`src/rtl/hptc_pkg.sv`:
```
// Package with shared types and codes of the hit pattern track classifier.
package hptc_pkg;

    localparam int PATTERN_W = 9;
    localparam int MODE_W    = 3;
    localparam int CLASS_W   = 3;

    // Table selector codes.
    localparam logic [MODE_W-1:0] MODE_VERTICAL   = 3'd0;
    localparam logic [MODE_W-1:0] MODE_HORIZONTAL = 3'd1;
    localparam logic [MODE_W-1:0] MODE_INNER_OUTER = 3'd2;
    localparam logic [MODE_W-1:0] MODE_ZONES6     = 3'd3;
    localparam logic [MODE_W-1:0] MODE_ZONES8     = 3'd4;

    // Track class codes for the vertical and horizontal tables.
    localparam logic [CLASS_W-1:0] CLASS_NONE  = 3'd0;
    localparam logic [CLASS_W-1:0] CLASS_OUTER = 3'd1;
    localparam logic [CLASS_W-1:0] CLASS_INNER = 3'd2;
    localparam logic [CLASS_W-1:0] CLASS_FULL  = 3'd3;
    localparam logic [CLASS_W-1:0] CLASS_RIGHT = 3'd1;
    localparam logic [CLASS_W-1:0] CLASS_LEFT  = 3'd2;
    localparam logic [CLASS_W-1:0] CLASS_WIDE  = 3'd3;

    // Inner/outer exception patterns on the low eight bits.
    localparam logic [7:0] IO_EXCEPT_A = 8'h81;
    localparam logic [7:0] IO_EXCEPT_B = 8'h42;

    // Features extracted from one hit pattern in the first stage.
    typedef struct packed {
        logic [2:0] cnt_outer;    // set bits among 4..8
        logic [2:0] cnt_inner;    // set bits among 0..5
        logic [3:0] cnt_full;     // set bits among 0..8
        logic [3:0] cnt_low8;     // set bits among 0..7
        logic       left_end;
        logic       right_end;
        logic       top_clear;
        logic       bottom_clear;
        logic       io_except;
        logic       io_inner;
        logic       io_outer;
        logic [2:0] zones6;
        logic [2:0] zones8;
    } feat_t;

    // Class candidates for every table, computed in the second stage.
    typedef struct packed {
        logic [CLASS_W-1:0] vertical;
        logic [CLASS_W-1:0] horizontal;
        logic [CLASS_W-1:0] inner_outer;
        logic [CLASS_W-1:0] zones6;
        logic [CLASS_W-1:0] zones8;
    } cand_t;

endpackage

```
`src/rtl/hit_pattern_track_classifier.sv`:
```
// Top level of the hit pattern track classifier: three-stage pipeline and mode register.
//
//  channel   | signals                              | carries
//  ----------+--------------------------------------+--------------------------------
//  s_axis    | s_tvalid, s_tready, s_tdata[15:0]    | hit_pattern in bits 8:0
//  m_axis    | m_tvalid, m_tready, m_tdata[7:0]     | class_code in bits 2:0
//  config    | table_mode_we, table_mode_wdata[2:0] | table_mode, reset value 0
//
// One item may enter every cycle unless a stalled output has filled the pipeline.
// Stage 1 extracts counts, run flags, inner/outer flags and zone ORs, stage 2 forms the
// class of every table, stage 3 selects by table_mode into the output register.
// A stage takes a new item when it is empty or its item moves on, so a
// stalled output only blocks once the whole pipeline is full.
// Reset clears all valid bits and sets table_mode to vertical.
module hit_pattern_track_classifier
(
    input  logic       clk,
    input  logic       rst_n,
    input  logic       s_tvalid,
    output logic       s_tready,
    input  logic [15:0] s_tdata,          // [8:0] hit_pattern
    output logic       m_tvalid,
    input  logic       m_tready,
    output logic [7:0] m_tdata,           // [2:0] class_code
    input  logic       table_mode_we,
    input  logic [2:0] table_mode_wdata
);

    logic [hptc_pkg::MODE_W-1:0]  table_mode_reg;
    logic                         v1_reg;
    logic                         v2_reg;
    logic                         vo_reg;
    hptc_pkg::feat_t              feat_reg;
    hptc_pkg::feat_t              feat_next;
    hptc_pkg::cand_t              cand_reg;
    hptc_pkg::cand_t              cand_next;
    logic [hptc_pkg::CLASS_W-1:0] class_reg;
    logic [hptc_pkg::CLASS_W-1:0] class_next;
    logic                         rdy_o;
    logic                         rdy2;
    logic                         rdy1;

    assign rdy_o    = !vo_reg || m_tready;
    assign rdy2     = !v2_reg || rdy_o;
    assign rdy1     = !v1_reg || rdy2;
    assign s_tready = rdy1;

    hptc_features u_features
    (
        .pattern (s_tdata[hptc_pkg::PATTERN_W-1:0]),
        .feat    (feat_next)
    );

    // Stage 2: turn the features into the class code of every table.
    always_comb
    begin
        if (feat_reg.cnt_full >= 4'd6)
        begin
            cand_next.vertical = hptc_pkg::CLASS_FULL;
        end
        else if (feat_reg.cnt_inner >= 3'd3)
        begin
            cand_next.vertical = hptc_pkg::CLASS_INNER;
        end
        else if (feat_reg.cnt_outer >= 3'd3)
        begin
            cand_next.vertical = hptc_pkg::CLASS_OUTER;
        end
        else
        begin
            cand_next.vertical = hptc_pkg::CLASS_NONE;
        end

        // A wide track with few hits leans away from the end whose edge bits are clear.
        if (feat_reg.cnt_low8 >= 4'd6)
        begin
            cand_next.horizontal = hptc_pkg::CLASS_WIDE;
        end
        else if (feat_reg.left_end && feat_reg.right_end)
        begin
            if (feat_reg.top_clear)
            begin
                cand_next.horizontal = hptc_pkg::CLASS_LEFT;
            end
            else if (feat_reg.bottom_clear)
            begin
                cand_next.horizontal = hptc_pkg::CLASS_RIGHT;
            end
            else
            begin
                cand_next.horizontal = hptc_pkg::CLASS_WIDE;
            end
        end
        else if (feat_reg.left_end)
        begin
            cand_next.horizontal = hptc_pkg::CLASS_LEFT;
        end
        else if (feat_reg.right_end)
        begin
            cand_next.horizontal = hptc_pkg::CLASS_RIGHT;
        end
        else
        begin
            cand_next.horizontal = hptc_pkg::CLASS_NONE;
        end

        if (feat_reg.io_except)
        begin
            cand_next.inner_outer = 3'b001;
        end
        else
        begin
            cand_next.inner_outer = {1'b0, feat_reg.io_outer, feat_reg.io_inner};
        end

        cand_next.zones6 = feat_reg.zones6;
        cand_next.zones8 = feat_reg.zones8;
    end

    // Stage 3: pick the table that the mode register selects.
    always_comb
    begin
        case (table_mode_reg)
            hptc_pkg::MODE_VERTICAL:    class_next = cand_reg.vertical;
            hptc_pkg::MODE_HORIZONTAL:  class_next = cand_reg.horizontal;
            hptc_pkg::MODE_INNER_OUTER: class_next = cand_reg.inner_outer;
            hptc_pkg::MODE_ZONES6:      class_next = cand_reg.zones6;
            hptc_pkg::MODE_ZONES8:      class_next = cand_reg.zones8;
            default:                    class_next = hptc_pkg::CLASS_NONE;
        endcase
    end

    always_ff @(posedge clk or negedge rst_n)
    begin
        if (!rst_n)
        begin
            table_mode_reg <= hptc_pkg::MODE_VERTICAL;
            v1_reg         <= 1'b0;
            v2_reg         <= 1'b0;
            vo_reg         <= 1'b0;
        end
        else
        begin
            if (table_mode_we)
            begin
                table_mode_reg <= table_mode_wdata;
            end
            if (rdy1)
            begin
                v1_reg <= s_tvalid;
            end
            if (rdy2)
            begin
                v2_reg <= v1_reg;
            end
            if (rdy_o)
            begin
                vo_reg <= v2_reg;
            end
        end
    end

    always_ff @(posedge clk)
    begin
        if (rdy1 && s_tvalid)
        begin
            feat_reg <= feat_next;
        end
        if (rdy2 && v1_reg)
        begin
            cand_reg <= cand_next;
        end
        if (rdy_o && v2_reg)
        begin
            class_reg <= class_next;
        end
    end

    assign m_tvalid = vo_reg;
    assign m_tdata  = {5'b0, class_reg};

`ifndef SYNTHESIS
    property p_accept_fills_stage1;
        @(posedge clk) disable iff (!rst_n)
        s_tvalid && s_tready |=> v1_reg;
    endproperty
    a_accept_fills_stage1: assert property (p_accept_fills_stage1)
        else $error("accepted item did not enter stage 1");

    property p_empty_output_ready;
        @(posedge clk) disable iff (!rst_n)
        !vo_reg |-> s_tready;
    endproperty
    a_empty_output_ready: assert property (p_empty_output_ready)
        else $error("input stalled while the output stage is empty");

    property p_undefined_mode_none;
        @(posedge clk) disable iff (!rst_n)
        rdy_o && v2_reg && table_mode_reg > hptc_pkg::MODE_ZONES8
        |=> m_tdata[2:0] == hptc_pkg::CLASS_NONE;
    endproperty
    a_undefined_mode_none: assert property (p_undefined_mode_none)
        else $error("undefined table mode gave a nonzero class");

    property p_io_bit2_clear;
        @(posedge clk) disable iff (!rst_n)
        rdy_o && v2_reg && table_mode_reg == hptc_pkg::MODE_INNER_OUTER
        |=> !m_tdata[2];
    endproperty
    a_io_bit2_clear: assert property (p_io_bit2_clear)
        else $error("inner/outer class has bit 2 set");
`endif

endmodule

```
`src/rtl/hptc_features.sv`:
```
// Features of a hit pattern: bit counts, end runs, inner/outer flags and zone ORs.
module hptc_features
(
    input  logic [hptc_pkg::PATTERN_W-1:0] pattern,
    output hptc_pkg::feat_t                feat
);

    logic [2:0] outer_n;
    logic [2:0] inner_n;
    logic [3:0] low8_n;
    logic       left_any;
    logic       right_any;

    always_comb
    begin
        outer_n = '0;
        inner_n = '0;
        low8_n  = '0;
        for (int i = 4; i <= 8; i++)
        begin
            outer_n = outer_n + 3'(pattern[i]);
        end
        for (int i = 0; i <= 5; i++)
        begin
            inner_n = inner_n + 3'(pattern[i]);
        end
        for (int i = 0; i <= 7; i++)
        begin
            low8_n = low8_n + 4'(pattern[i]);
        end
    end

    // Runs read upward from the bottom end and downward from the top end.
    always_comb
    begin
        left_any  = 1'b0;
        right_any = 1'b0;
        for (int k = 0; k <= 2; k++)
        begin
            if ((pattern[k] & pattern[k+1] & pattern[k+2]) ||
                (pattern[k] & pattern[k+1] & !pattern[k+2] & pattern[k+3]) ||
                (pattern[k] & !pattern[k+1] & pattern[k+2] & pattern[k+3]))
            begin
                left_any = 1'b1;
            end
            if (pattern[7-k] & pattern[6-k] & pattern[5-k])
            begin
                right_any = 1'b1;
            end
        end
        for (int k = 0; k <= 1; k++)
        begin
            if ((pattern[7-k] & pattern[6-k] & !pattern[5-k] & pattern[4-k]) ||
                (pattern[7-k] & !pattern[6-k] & pattern[5-k] & pattern[4-k]))
            begin
                right_any = 1'b1;
            end
        end
    end

    always_comb
    begin
        feat.cnt_outer    = outer_n;
        feat.cnt_inner    = inner_n;
        feat.cnt_low8     = low8_n;
        feat.cnt_full     = low8_n + 4'(pattern[8]);
        feat.left_end     = left_any;
        feat.right_end    = right_any;
        feat.top_clear    = !(pattern[7] | pattern[6]);
        feat.bottom_clear = !(pattern[1] | pattern[0]);
        feat.io_except    = (pattern[7:0] == hptc_pkg::IO_EXCEPT_A) ||
                            (pattern[7:0] == hptc_pkg::IO_EXCEPT_B);
        feat.io_inner     = pattern[0] | pattern[2] | pattern[4] | pattern[6];
        feat.io_outer     = pattern[1] | pattern[3] | pattern[5] | pattern[7];
        feat.zones6       = {pattern[5] | pattern[4], pattern[3] | pattern[2],
                             pattern[1] | pattern[0]};
        feat.zones8       = {pattern[7] | pattern[6], |pattern[5:2],
                             pattern[1] | pattern[0]};
    end

endmodule

```
`config.mk`:
```
export PLATFORM = sky130hd
export DESIGN_NAME = hit_pattern_track_classifier
export DESIGN_NICKNAME = d
export VERILOG_FILES = /design/src/rtl/hptc_pkg.sv /design/src/rtl/hit_pattern_track_classifier.sv /design/src/rtl/hptc_features.sv
export SDC_FILE = /design/constraint.sdc
export NUM_CORES = 1
export LEC_CHECK = 0
export BUFFER_PORTS_ARGS = -buffer_cell sky130_fd_sc_hd__buf_2
export CAP_MARGIN = 10
export CORE_ASPECT_RATIO = 1.25
export CORE_MARGIN = 4
export CORE_UTILIZATION = 55
export CTS_BUF_LIST = sky130_fd_sc_hd__clkbuf_4
export DETAILED_ROUTE_END_ITERATION = 10
export HOLD_SLACK_MARGIN = 0.08
export PLACE_DENSITY_LB_ADDON = 0.25
export SYNTH_ARGS = -nofsm -noshare
export SYNTH_HDL_FRONTEND = slang
export SYNTH_SLANG_ARGS = --single-unit
```
`constraint.sdc`:
```
create_clock -name clk -period 2.8 [get_ports clk]
set_clock_uncertainty 0.2 [all_clocks]
set_input_delay 0.28 -clock clk [delete_from_list [all_inputs] [get_ports clk]]
set_output_delay 0.28 -clock clk [all_outputs]
set_load 0.01 [all_outputs]
```
==> metrics.cfg, run 1 <==
[cts]
clk_pin_slew_ns = 0.11
clock_latency_ns = 0.34
cts-root-buf = clkbuf_4
numClockSinks = 44
clk_path_buf_depth = 2
htreeDepth = 2
cts_tree = done
cts_buffers = 5

[floorplan]
ios = 34
core_um2 = 3780
die_x_um = 64.0
die_y_um = 78.0
start_util = 0.570
die-area_um2 = 4990
rows = 25

[critical_path]
setup.worst_path.class = in2reg
startpoint = s_tdata[1]
r2r_cells = 2
cp-start-kind = input pin
reg2reg_to = table_mode_reg[1]$_DFFE_PN0P_
cp.arrival_ns = 2.83
critPathCaptureType = flip-flop
crit_required_ns = 2.71
worstPathMaxFanout = 2
reg2reg_slack_ns = 1.13
r2r-start = table_mode_reg[1]$_DFFE_PN0P_

[sta]
report.final.slew_viol_count = 0
finalHoldViolCount = 0
setup-violations-final = 3
fin_crit_sh = 1.04
fmax_mhz = 343
rsz0062_at_grt = true
period_needed_ns = 2.92
fin_ws_ns = -0.118

[layout]
num_antenna_cells = 0
finish.utilization = 0.707
areaGrowthSynthToFinish_pct = 24.0
largest_reg_flops = 19
fin_nets = 256
drive_above_1_share = 0.276

[routing]
vias = 1342
viasPerCell = 5.01
first_iter_violations = 63
dr.pass1.iters = 4
postRouteAntennaNets = 0
wire_per_inst_um = 13.7
drc = 0
drt-total-wl_um = 3670

[job]
maxCapViolations = 0

[placement]
io_buffer_count = 21
place_worst_setup_slack_ns = -0.678
globalplace.congestion = 0.923
dp_hpwl_um = 2830

[grt]
grt_pass1_wl_um = 6250
grt_pass1_vias = 1369
antenna_found_initial = 0
grt.total_usage = 0.166
grt_max_degree = 25
grt-ovfl-total = 0

[synthesis]
synthFlopType = edfxtp_1
synth_cells = 161
synth.avg_cell_area_um2 = 13.4
synth_cell_types = 37
synth_seq_cells = 44
synth_area_um2 = 2160
synthArstFlopShare = 0.136
synth_edf_count = 38
seq_area_frac_synth = 0.599
ys_warn_count = 0

[pwr]
p_leak_nw = 1.12
power_density_nw_per_um2 = 576
ir_drop_uv = 295

[hold_path]
hold_end = feat_reg[9]$_DFFE_PP_
min_path_cells = 3
hold_start = s_tdata[0]
worstHoldPathType = in2reg

[status]
status = complete, but fails checks
violations = negative setup slack

cell type report:
cell class / instances / area [µm²]
clock buffers: 6 / 45.0
multi-input cells: 87 / 767
flip-flops and latches: 44 / 1290
clock inverters: 2 / 35.0
inverters: 29 / 129
repair buffers: 46 / 340
well taps: 54 / 67.6
fillers: 281 / 1110
worst max-delay path, stage by stage:
cell    delay, ns
buf_8        0.10
inv_12       0.03
ha_4         0.25
inv_2        0.03
fa_1         0.52
fa_1         0.44
fa_2         0.36
inv_2        0.06
fa_2         0.43
ha_2         0.18
xor2_1       0.14
synthesized netlist by cell type (all sizes together), types with 2 or more instances:
| library cell | count | area share |
|---|---|---|
| o21ai | 5 | 0.013 |
| fa | 8 | 0.074 |
| nand3 | 5 | 0.012 |
| a21oi | 7 | 0.016 |
| ha | 11 | 0.064 |
| edfxtp | 38 | 0.53 |
| buf | 5 | 0.017 |
| mux2 | 4 | 0.021 |
| and2 | 3 | 0.0087 |
| xor2 | 2 | 0.0081 |
| inv | 29 | 0.050 |
| nor2b | 3 | 0.0087 |
| dfrtp | 6 | 0.070 |
| nand2 | 11 | 0.019 |
| nor3b | 2 | 0.0070 |
| nand2b | 4 | 0.012 |
cells in the final DEF (no fill, tap or decap), types with 3 or more instances in the layout:
cell           instances
o21ai_1                3
edfxtp_1              38
clkbuf_4               6
nand2b_1               4
buf_4                 14
and2_1                 3
buf_2                 19
nor2b_1                3
fa_1                   6
dfrtp_1                6
conb_1                 5
nand2_1               11
ha_1                   9
nand3_1                4
dlygate4sd3_1         11
a21oi_1                7
inv_1                 23
inv_2                  4
mux2_1                 4
worst max path at each step:
stage                                   to  slack [ns]  depth (start not counted)
floorplan           feat_reg[19]$_DFFE_PP_       -0.37                         10
global placement    feat_reg[19]$_DFFE_PP_       -0.62                         11
detailed placement  feat_reg[19]$_DFFE_PP_       -0.68                         11
CTS                 feat_reg[19]$_DFFE_PP_       -0.24                         11
global route        feat_reg[19]$_DFFE_PP_       -0.16                         11
finish              feat_reg[19]$_DFFE_PP_       -0.12                         11
kinds of logic (layout without fill, tap and decap cells):
group | Yosys count | after routing | synth area share
compound gates | 20 | 20 | 0.0586
other cells | 1 | 5 | 0.00174
buf+inv | 34 | 83 | 0.0679
simple gates | 34 | 34 | 0.0864
fa+ha+maj | 20 | 20 | 0.143
flops | 44 | 44 | 0.599
mux | 5 | 5 | 0.0313
xor+xnor | 3 | 3 | 0.0122
metrics by stage:
stage               hold WS [ns]  instance area [µm²]  total power [W]  cells  setup TNS [ns]
CTS                       0.0911                 2650          0.00154    266          -0.593
global route              0.0844                 2680          0.00163    268          -0.379
floorplan                 -0.216                 2210          0.00104    165          -0.970
global placement         -0.0969                 2430          0.00111    246           -2.19
finish                     0.106                 2680          0.00154    268          -0.229
detailed placement       -0.0894                 2430          0.00113    246           -2.42
layer usage:
| layer | wire length (µm) | GRT usage | vias up |
|---|---|---|---|
| li1 | - | - | 644 |
| met1 | 1290 | 0.163 | 645 |
| met2 | 2130 | 0.324 | 46 |
| met3 | 170 | 0.0358 | 7 |
| met4 | 83 | 0.0713 | 0 |
| met5 | 0 | 0 | - |
where the power goes:
group	internal (W)	total, W	leakage [nW]	switching (W)
logic	0.000156	0.000317	0.650	0.000161
registers	0.000813	0.000842	0.419	0.0000293
clock network	0.000197	0.000380	0.0456	0.000183
total	0.00117	0.00154	1.12	0.000374
repair_timing:
action	in CTS	in global routing
setup endpoints to repair	3	4
hold buffers	11	0
gates cloned	0	0
hold endpoints to repair	12	0
buffers inserted	1	2
pin swaps	6	5
gates resized for setup	7	2
No activity file was read; power rests on OpenSTA's default activity.
==> inputs of run 2 (changes only) <==
--- a/config.mk
+++ b/config.mk
@@ -16,4 +16,5 @@
 export PLACE_DENSITY_LB_ADDON = 0.25
 export SYNTH_ARGS = -nofsm -noshare
 export SYNTH_HDL_FRONTEND = slang
+export SYNTH_HIERARCHICAL = 1
 export SYNTH_SLANG_ARGS = --single-unit
==> run 2 against run 1 <==
Against the previous run:
- the run still ends with negative setup slack left
- worst hold slack gained 0.014 ns
- clock power shrank 3%
- critical path type unchanged
- maximum frequency shrank 5.8%
- cell count grew 6.3%
- flip-flop and latch count grew 2
- non-clock buffer count grew 19
- first-iteration DRC count shrank 38%
- largest cell class unchanged
- combinational power grew 21%
- synthesized cell count grew 1.9%
==> metrics.cfg, run 2 <==
[layout]
nFillCells = 259  ; -7.8%
areaGrowthSynthToFinish_pct = 28.8
finish.utilization = 0.749  ; +0.0419
fin_area_um2 = 2900  ; +8.6%
fin_nets = 276  ; +7.8%
num_antenna_cells = 0  ; unchanged
layout_common_cells = edfxtp_1 (40), buf_4 (32), buf_2 (19)
stdcell_count = 285  ; +6.3%
layout_commonest_cell = edfxtp_1
drive_above_1_share = 0.364  ; +0.0879
largest_reg_flops = 19  ; unchanged

[synthesis]
seq_area_frac_synth = 0.599  ; +0.000726
netlist.area_leader.share = 0.533  ; +0.00374
ys_warn_count = 6  ; +6
synth_cells = 164  ; +1.9%
synth_cell_types = 38  ; +2.7%
synth_common_cells = edfxtp_1 (40), inv_1 (22), ha_1 (13)
synth_edf_count = 40  ; +5.3%
synth_top_area_cell = edfxtp_1
synthArstFlopShare = 0.130  ; -0.00593
synthTopCellsByArea = edfxtp_1 (53%), ha_1 (7.2%), fa_1 (7.1%)
synth_seq_cells = 46  ; +4.5%
synth.avg_cell_area_um2 = 13.7  ; +2.6%
synth_area_um2 = 2250  ; +4.5%
synthFlopType = edfxtp_1
synth.most_common_cell = edfxtp_1

[cts]
cts_tree = done
cts-root-buf = clkbuf_4
clock_latency_ns = 0.34  ; about the same
numClockSinks = 46  ; +4.5%
clk_pin_slew_ns = 0.11  ; about the same
htreeDepth = 2  ; unchanged
cts_buffers = 5  ; unchanged
clk_path_buf_depth = 2  ; unchanged

[floorplan]
rows = 25  ; unchanged
die-area_um2 = 5190  ; +4.0%
ios = 34  ; unchanged
die_x_um = 65.3  ; +2.0%
die_y_um = 79.6  ; +2.0%
core_um2 = 3880  ; +2.5%
start_util = 0.581  ; +0.0114

[routing]
wire_per_inst_um = 14.1  ; +2.6%
postRouteAntennaNets = 0  ; unchanged
dr.pass1.iters = 4  ; unchanged
first_iter_violations = 39  ; -38%
drt-total-wl_um = 4010  ; +9.1%
viasPerCell = 4.98  ; -0.64%
drc = 0  ; unchanged
vias = 1418  ; +5.7%

[grt]
grt.total_usage = 0.179  ; +0.0133
grt_pass1_wl_um = 6980  ; +12%
grt-ovfl-total = 0  ; unchanged
antenna_found_initial = 0  ; unchanged
grt_max_degree = 26  ; +4.0%
grt_pass1_vias = 1578  ; +15%

[hold_path]
worstHoldPathType = in2reg
hold_start = s_tdata[8]
min_path_cells = 2  ; -1
hold_end = feat_reg[24]$_DFFE_PP_

[critical_path]
worstPathMaxFanout = 2  ; unchanged
cpMostUsedCell = fa_1
r2r_cells = 2  ; unchanged
r2r-start = table_mode_reg[1]$_DFFE_PN0P_
reg2reg_slack_ns = 1.16  ; +0.03 ns
slowest_delay_ns = 0.57  ; +0.05 ns
crit_slowest_cell = fa_1
cp-start-kind = input pin
cp.arrival_ns = 3.00  ; +0.17 ns
cp_top_family = adder cells
crit_required_ns = 2.70  ; about the same
reg2reg_to = table_mode_reg[1]$_DFFE_PN0P_
path_cells = buf_8 -> inv_4 -> fa_1 -> fa_1 -> fa_1 -> inv_1 -> ha_2 -> inv_2 -> fa_2 -> inv_2 -> ha_4 -> xnor2_2
critPathCaptureType = flip-flop
setup.worst_path.class = in2reg
path_buf_inv = 5  ; +1

[sta]
finalHoldViolCount = 0  ; unchanged
fmax_mhz = 323  ; -5.8%
period_needed_ns = 3.10  ; +0.179 ns
report.final.slew_viol_count = 0  ; unchanged
fin_hold_ws_ns = 0.120  ; +0.0140 ns
setup-violations-final = 6  ; +3
fin_ws_ns = -0.297  ; -0.179 ns
rsz0062_at_grt = true
fin_crit_sh = 1.11  ; +0.0639

[pwr]
power.total_w = 0.00163  ; +6.2%
p_leak_nw = 1.20  ; +7.9%
ir_drop_uv = 342  ; +16%
power_density_nw_per_um2 = 563  ; -2.2%

[placement]
place_area_um2 = 2510  ; +3.4%
globalplace.congestion = 0.851  ; -7.8%
dp_hpwl_um = 2690  ; -5.1%
io_buffer_count = 21  ; unchanged
place_inst = 248  ; +0.81%

[status]
violations = negative setup slack
status = complete, but fails checks

[job]
maxCapViolations = 0  ; unchanged

## run 2: cell count changes after synthesis, moves of 3 or more
cell	delta
mux2_2	+3
o21ai_0	+3
buf_4	+3
inv_1	-5
## run 2: layout make-up
type	instances	area, µm²	area share
Clock buffer	5	37.5	0.0129
Clock inverter	2	33.8	0.0116
Inverter	22	92.6	0.0319
Multi-Input combinational cell	91	838	0.289
Sequential cell	46	1350	0.465
Tap cell	54	67.6	0.0233
Timing Repair Buffer	65	483	0.166
## run 2: where the power goes
| group | total, W | internal [W] | switching [W] |
|---|---|---|---|
| combinational | 0.000384 | 0.000195 | 0.000189 |
| clock | 0.000367 | 0.000181 | 0.000187 |
| sequential | 0.000884 | 0.000854 | 0.0000299 |
| total | 0.00163 | 0.00123 | 0.000405 |
## run 2: metal layers
metal	up-vias	global-route usage	wire length [µm]
li1	685	-	-
met1	691	0.170	1410
met2	37	0.365	2390
met3	5	0.0310	142
met4	0	0.0705	66
met5	-	0	0
## run 2: per-stage QoR
stage               setup slack, ns  TNS [ns]
floorplan                    -0.501     -1.85
global placement             -0.702     -3.07
detailed placement           -0.757     -3.31
CTS                          -0.277    -0.931
global route                 -0.326     -1.10
finish                       -0.297    -0.871
## run 2: repair_timing
action | in CTS | in global routing
endpoints found under the hold margin | 12 | 0
resized for setup | 7 | 6
hold buffers | 11 | 0
pin swaps | 3 | 2
setup buffers | 19 | 2
setup endpoints to repair | 5 | 9
## run 2: how the worst max path moves through the flow
stage                    start                     end  slack (ns)  cells past startpoint
finish              s_tdata[0]  feat_reg[19]$_DFFE_PP_       -0.30                     12
floorplan           s_tdata[3]  feat_reg[20]$_DFFE_PP_       -0.50                     11
CTS                 s_tdata[0]  feat_reg[19]$_DFFE_PP_       -0.28                     12
global route        s_tdata[0]  feat_reg[19]$_DFFE_PP_       -0.33                     12
global placement    s_tdata[3]  feat_reg[20]$_DFFE_PP_       -0.70                     12
detailed placement  s_tdata[3]  feat_reg[20]$_DFFE_PP_       -0.76                     12
## run 2: kinds of logic (layout without fill, tap and decap cells)
family / after synthesis / after routing / share of synthesized area
other: 1 / 5 / 0.00166
and+or+nand+nor: 36 / 36 / 0.0938
AOI/OAI and AO/OA: 20 / 20 / 0.0549
muxes: 5 / 5 / 0.0250
buffers and inverters: 31 / 94 / 0.0655
xor gates and xnor gates: 3 / 3 / 0.0117
DFF: 46 / 46 / 0.599
adders and majority gates: 22 / 22 / 0.148
==> inputs of run 3 (changes only) <==
--- a/config.mk
+++ b/config.mk
@@ -14,6 +14,7 @@
 export DETAILED_ROUTE_END_ITERATION = 10
 export HOLD_SLACK_MARGIN = 0.08
 export PLACE_DENSITY_LB_ADDON = 0.25
+export RECOVER_POWER = 100
 export SYNTH_ARGS = -nofsm -noshare
 export SYNTH_HDL_FRONTEND = slang
 export SYNTH_HIERARCHICAL = 1
==> run 3 against run 2 <==
Against the previous run:
- the run still ends with negative setup slack left
- sequential share of layout area grew 0.060 points
- design area shrank 0.13%
- flip-flop and latch count is the same
- clock power is essentially flat
- power is essentially flat
- critical path type unchanged
- largest cell class unchanged
- highest routed layer unchanged
==> metrics.cfg, run 3 (same netlist as run 2, synthesis figures left out) <==
[placement]
place_inst = 248  ; unchanged
io_buffer_count = 21  ; unchanged
dp_hpwl_um = 2690  ; unchanged
place_worst_setup_slack_ns = -0.757  ; unchanged
globalplace.congestion = 0.851  ; unchanged

[floorplan]
die_y_um = 79.6  ; unchanged
die-area_um2 = 5190  ; unchanged
start_util = 0.581  ; unchanged
ios = 34  ; unchanged
die_x_um = 65.3  ; unchanged
rows = 25  ; unchanged
core_um2 = 3880  ; unchanged

[hold_path]
min_path_cells = 2  ; unchanged
worstHoldPathType = in2reg

[critical_path]
critPathCaptureType = flip-flop
cp-start-kind = input pin
crit_required_ns = 2.70  ; about the same
crit_slowest_cell = fa_1
cp.arrival_ns = 3.00  ; about the same
cpMostUsedCell = fa_1
worstPathMaxFanout = 2  ; unchanged
path_cells = buf_8 -> inv_4 -> fa_1 -> fa_1 -> fa_1 -> inv_1 -> ha_2 -> inv_2 -> fa_2 -> inv_2 -> ha_4 -> xnor2_2
slowest_delay_ns = 0.57  ; about the same
r2r_cells = 2  ; unchanged
setup.worst_path.class = in2reg

[sta]
finalHoldViolCount = 0  ; unchanged
fin_crit_sh = 1.11  ; about the same
rsz0062_at_grt = true
fin_hold_ws_ns = 0.120  ; -0.0000360 ns
setup-violations-final = 6  ; unchanged
period_needed_ns = 3.10  ; -0.000107 ns
report.final.slew_viol_count = 0  ; unchanged
fin_ws_ns = -0.297  ; +0.000107 ns
fmax_mhz = 323  ; about the same

[layout]
layout_common_cells = edfxtp_1 (40), buf_4 (31), buf_2 (19)
ff_latch_area_um2 = 1350  ; unchanged
multi_input_area_um2 = 838  ; unchanged
layout_commonest_cell = edfxtp_1
stdcell_count = 285  ; unchanged
num_antenna_cells = 0  ; unchanged
fin_nets = 276  ; unchanged
nFillCells = 259  ; unchanged
drive_above_1_share = 0.359  ; -0.00433
largest_reg_flops = 19  ; unchanged
finish.utilization = 0.748  ; -0.000968
areaGrowthSynthToFinish_pct = 28.6

[pwr]
sw_frac_of_total = 0.248  ; about the same
p_seq_frac = 0.541  ; about the same
ir_drop_uv = 342  ; unchanged
power.total_w = 0.00163  ; about the same
pwr-share-comb = 0.234  ; about the same
p_leak_nw = 1.20  ; -0.30%
power_density_nw_per_um2 = 563  ; about the same
p_sw_w = 0.000405  ; about the same
clockPowerShare = 0.225  ; about the same
internal_power_w = 0.00123  ; about the same

[routing]
postRouteAntennaNets = 0  ; unchanged
drc = 0  ; unchanged
wire_per_inst_um = 14.0  ; -0.17%
viasPerCell = 4.96  ; -0.28%
vias = 1414  ; -0.28%
first_iter_violations = 40  ; +2.6%
dr.pass1.iters = 4  ; unchanged
drt-total-wl_um = 4000  ; -0.17%

[cts]
cts_tree = done
clk_pin_slew_ns = 0.11  ; about the same
cts-root-buf = clkbuf_4
numClockSinks = 46  ; unchanged
clk_path_buf_depth = 2  ; unchanged
clock_latency_ns = 0.34  ; about the same
htreeDepth = 2  ; unchanged
cts_buffers = 5  ; unchanged

[grt]
globalRouteMet2Util = 0.365  ; unchanged
antenna_found_initial = 0  ; unchanged
grt-busiest-layer = met2
grtUsageMet1 = 0.170  ; unchanged
grt.total_usage = 0.179  ; unchanged
grt_pass1_vias = 1578  ; unchanged
grt_pass1_wl_um = 6980  ; unchanged
grt-ovfl-total = 0  ; unchanged
grt_max_degree = 26  ; unchanged
grtUsageMet3 = 0.0310  ; unchanged

[status]
status = complete, but fails checks
violations = negative setup slack

[job]
maxCapViolations = 0  ; unchanged

-- run 3: changes by cell type in the layout (fill, tap and decap cells not counted) --
cell	change
buf_4	-1
clkbuf_1	+1
-- run 3: area by class of cell --
cell class                      instances  share of cell area
Inverter                               22              0.0319
Timing Repair Buffer                   65               0.165
Sequential cell                        46               0.466
Multi-Input combinational cell         91               0.289
Clock buffer                            5              0.0129
Clock inverter                          2              0.0116
Tap cell                               54              0.0233
-- run 3: path summary, 6_finish.rpt --
| kind | startpoint | end | slack, ns |
|---|---|---|---|
| max | s_tdata[0] | feat_reg[19]$_DFFE_PP_ | -0.30 |
| min | s_tdata[8] | feat_reg[24]$_DFFE_PP_ | 0.12 |
| max reg2reg | table_mode_reg[1]$_DFFE_PN0P_ | table_mode_reg[1]$_DFFE_PN0P_ | 1.16 |
| min reg2reg | cand_next[3]$_DFFE_PP_ | cand_reg[3]$_DFFE_PP_ | 0.22 |
| max in group asynchronous | rst_n | table_mode_reg[0]$_DFFE_PN0P_ | 1.53 |
| min in group asynchronous | rst_n | m_tvalid$_DFFE_PN0P_ | 0.66 |
-- run 3: timing repair --
item,4_1_cts,5_1_grt
resized for setup,7,6
hold buffers,11,0
hold endpoints to repair,12,0
setup endpoints to repair,5,9
pin swaps,3,2
setup buffers,19,2
-- run 3: power by group through the flow --
stage          combinational [W]  sequential, W  clock [W]
4_1_cts                 0.000374       0.000886   0.000375
3_5_place_dp            0.000319       0.000901          0
3_3_place_gp            0.000301       0.000896          0
6_report                0.000383       0.000884   0.000367
2_1_floorplan           0.000222       0.000892          0
5_1_grt                 0.000439       0.000892   0.000402
-- run 3: metal layers --
layer	wire length, µm	vias to the layer above
met3	134	5
met2	2390	33
met5	0	-
met1	1410	691
li1	-	685
met4	66	0
-- run 3: per-stage QoR --
step                      setup TNS [ns]  cell area, µm²
final                             -0.870            2900
after global routing               -1.10            2900
after CTS                         -0.931            2870
after detailed placement           -3.31            2510
after global placement             -3.07            2510
after floorplan                    -1.85            2300
-- run 3: worst max-delay path: cells and delay by family --
family / cells / cell delay, ns
buffers and inverters: 5 / 0.28
adders and majority gates: 6 / 2.31
xor gates and xnor gates: 1 / 0.12
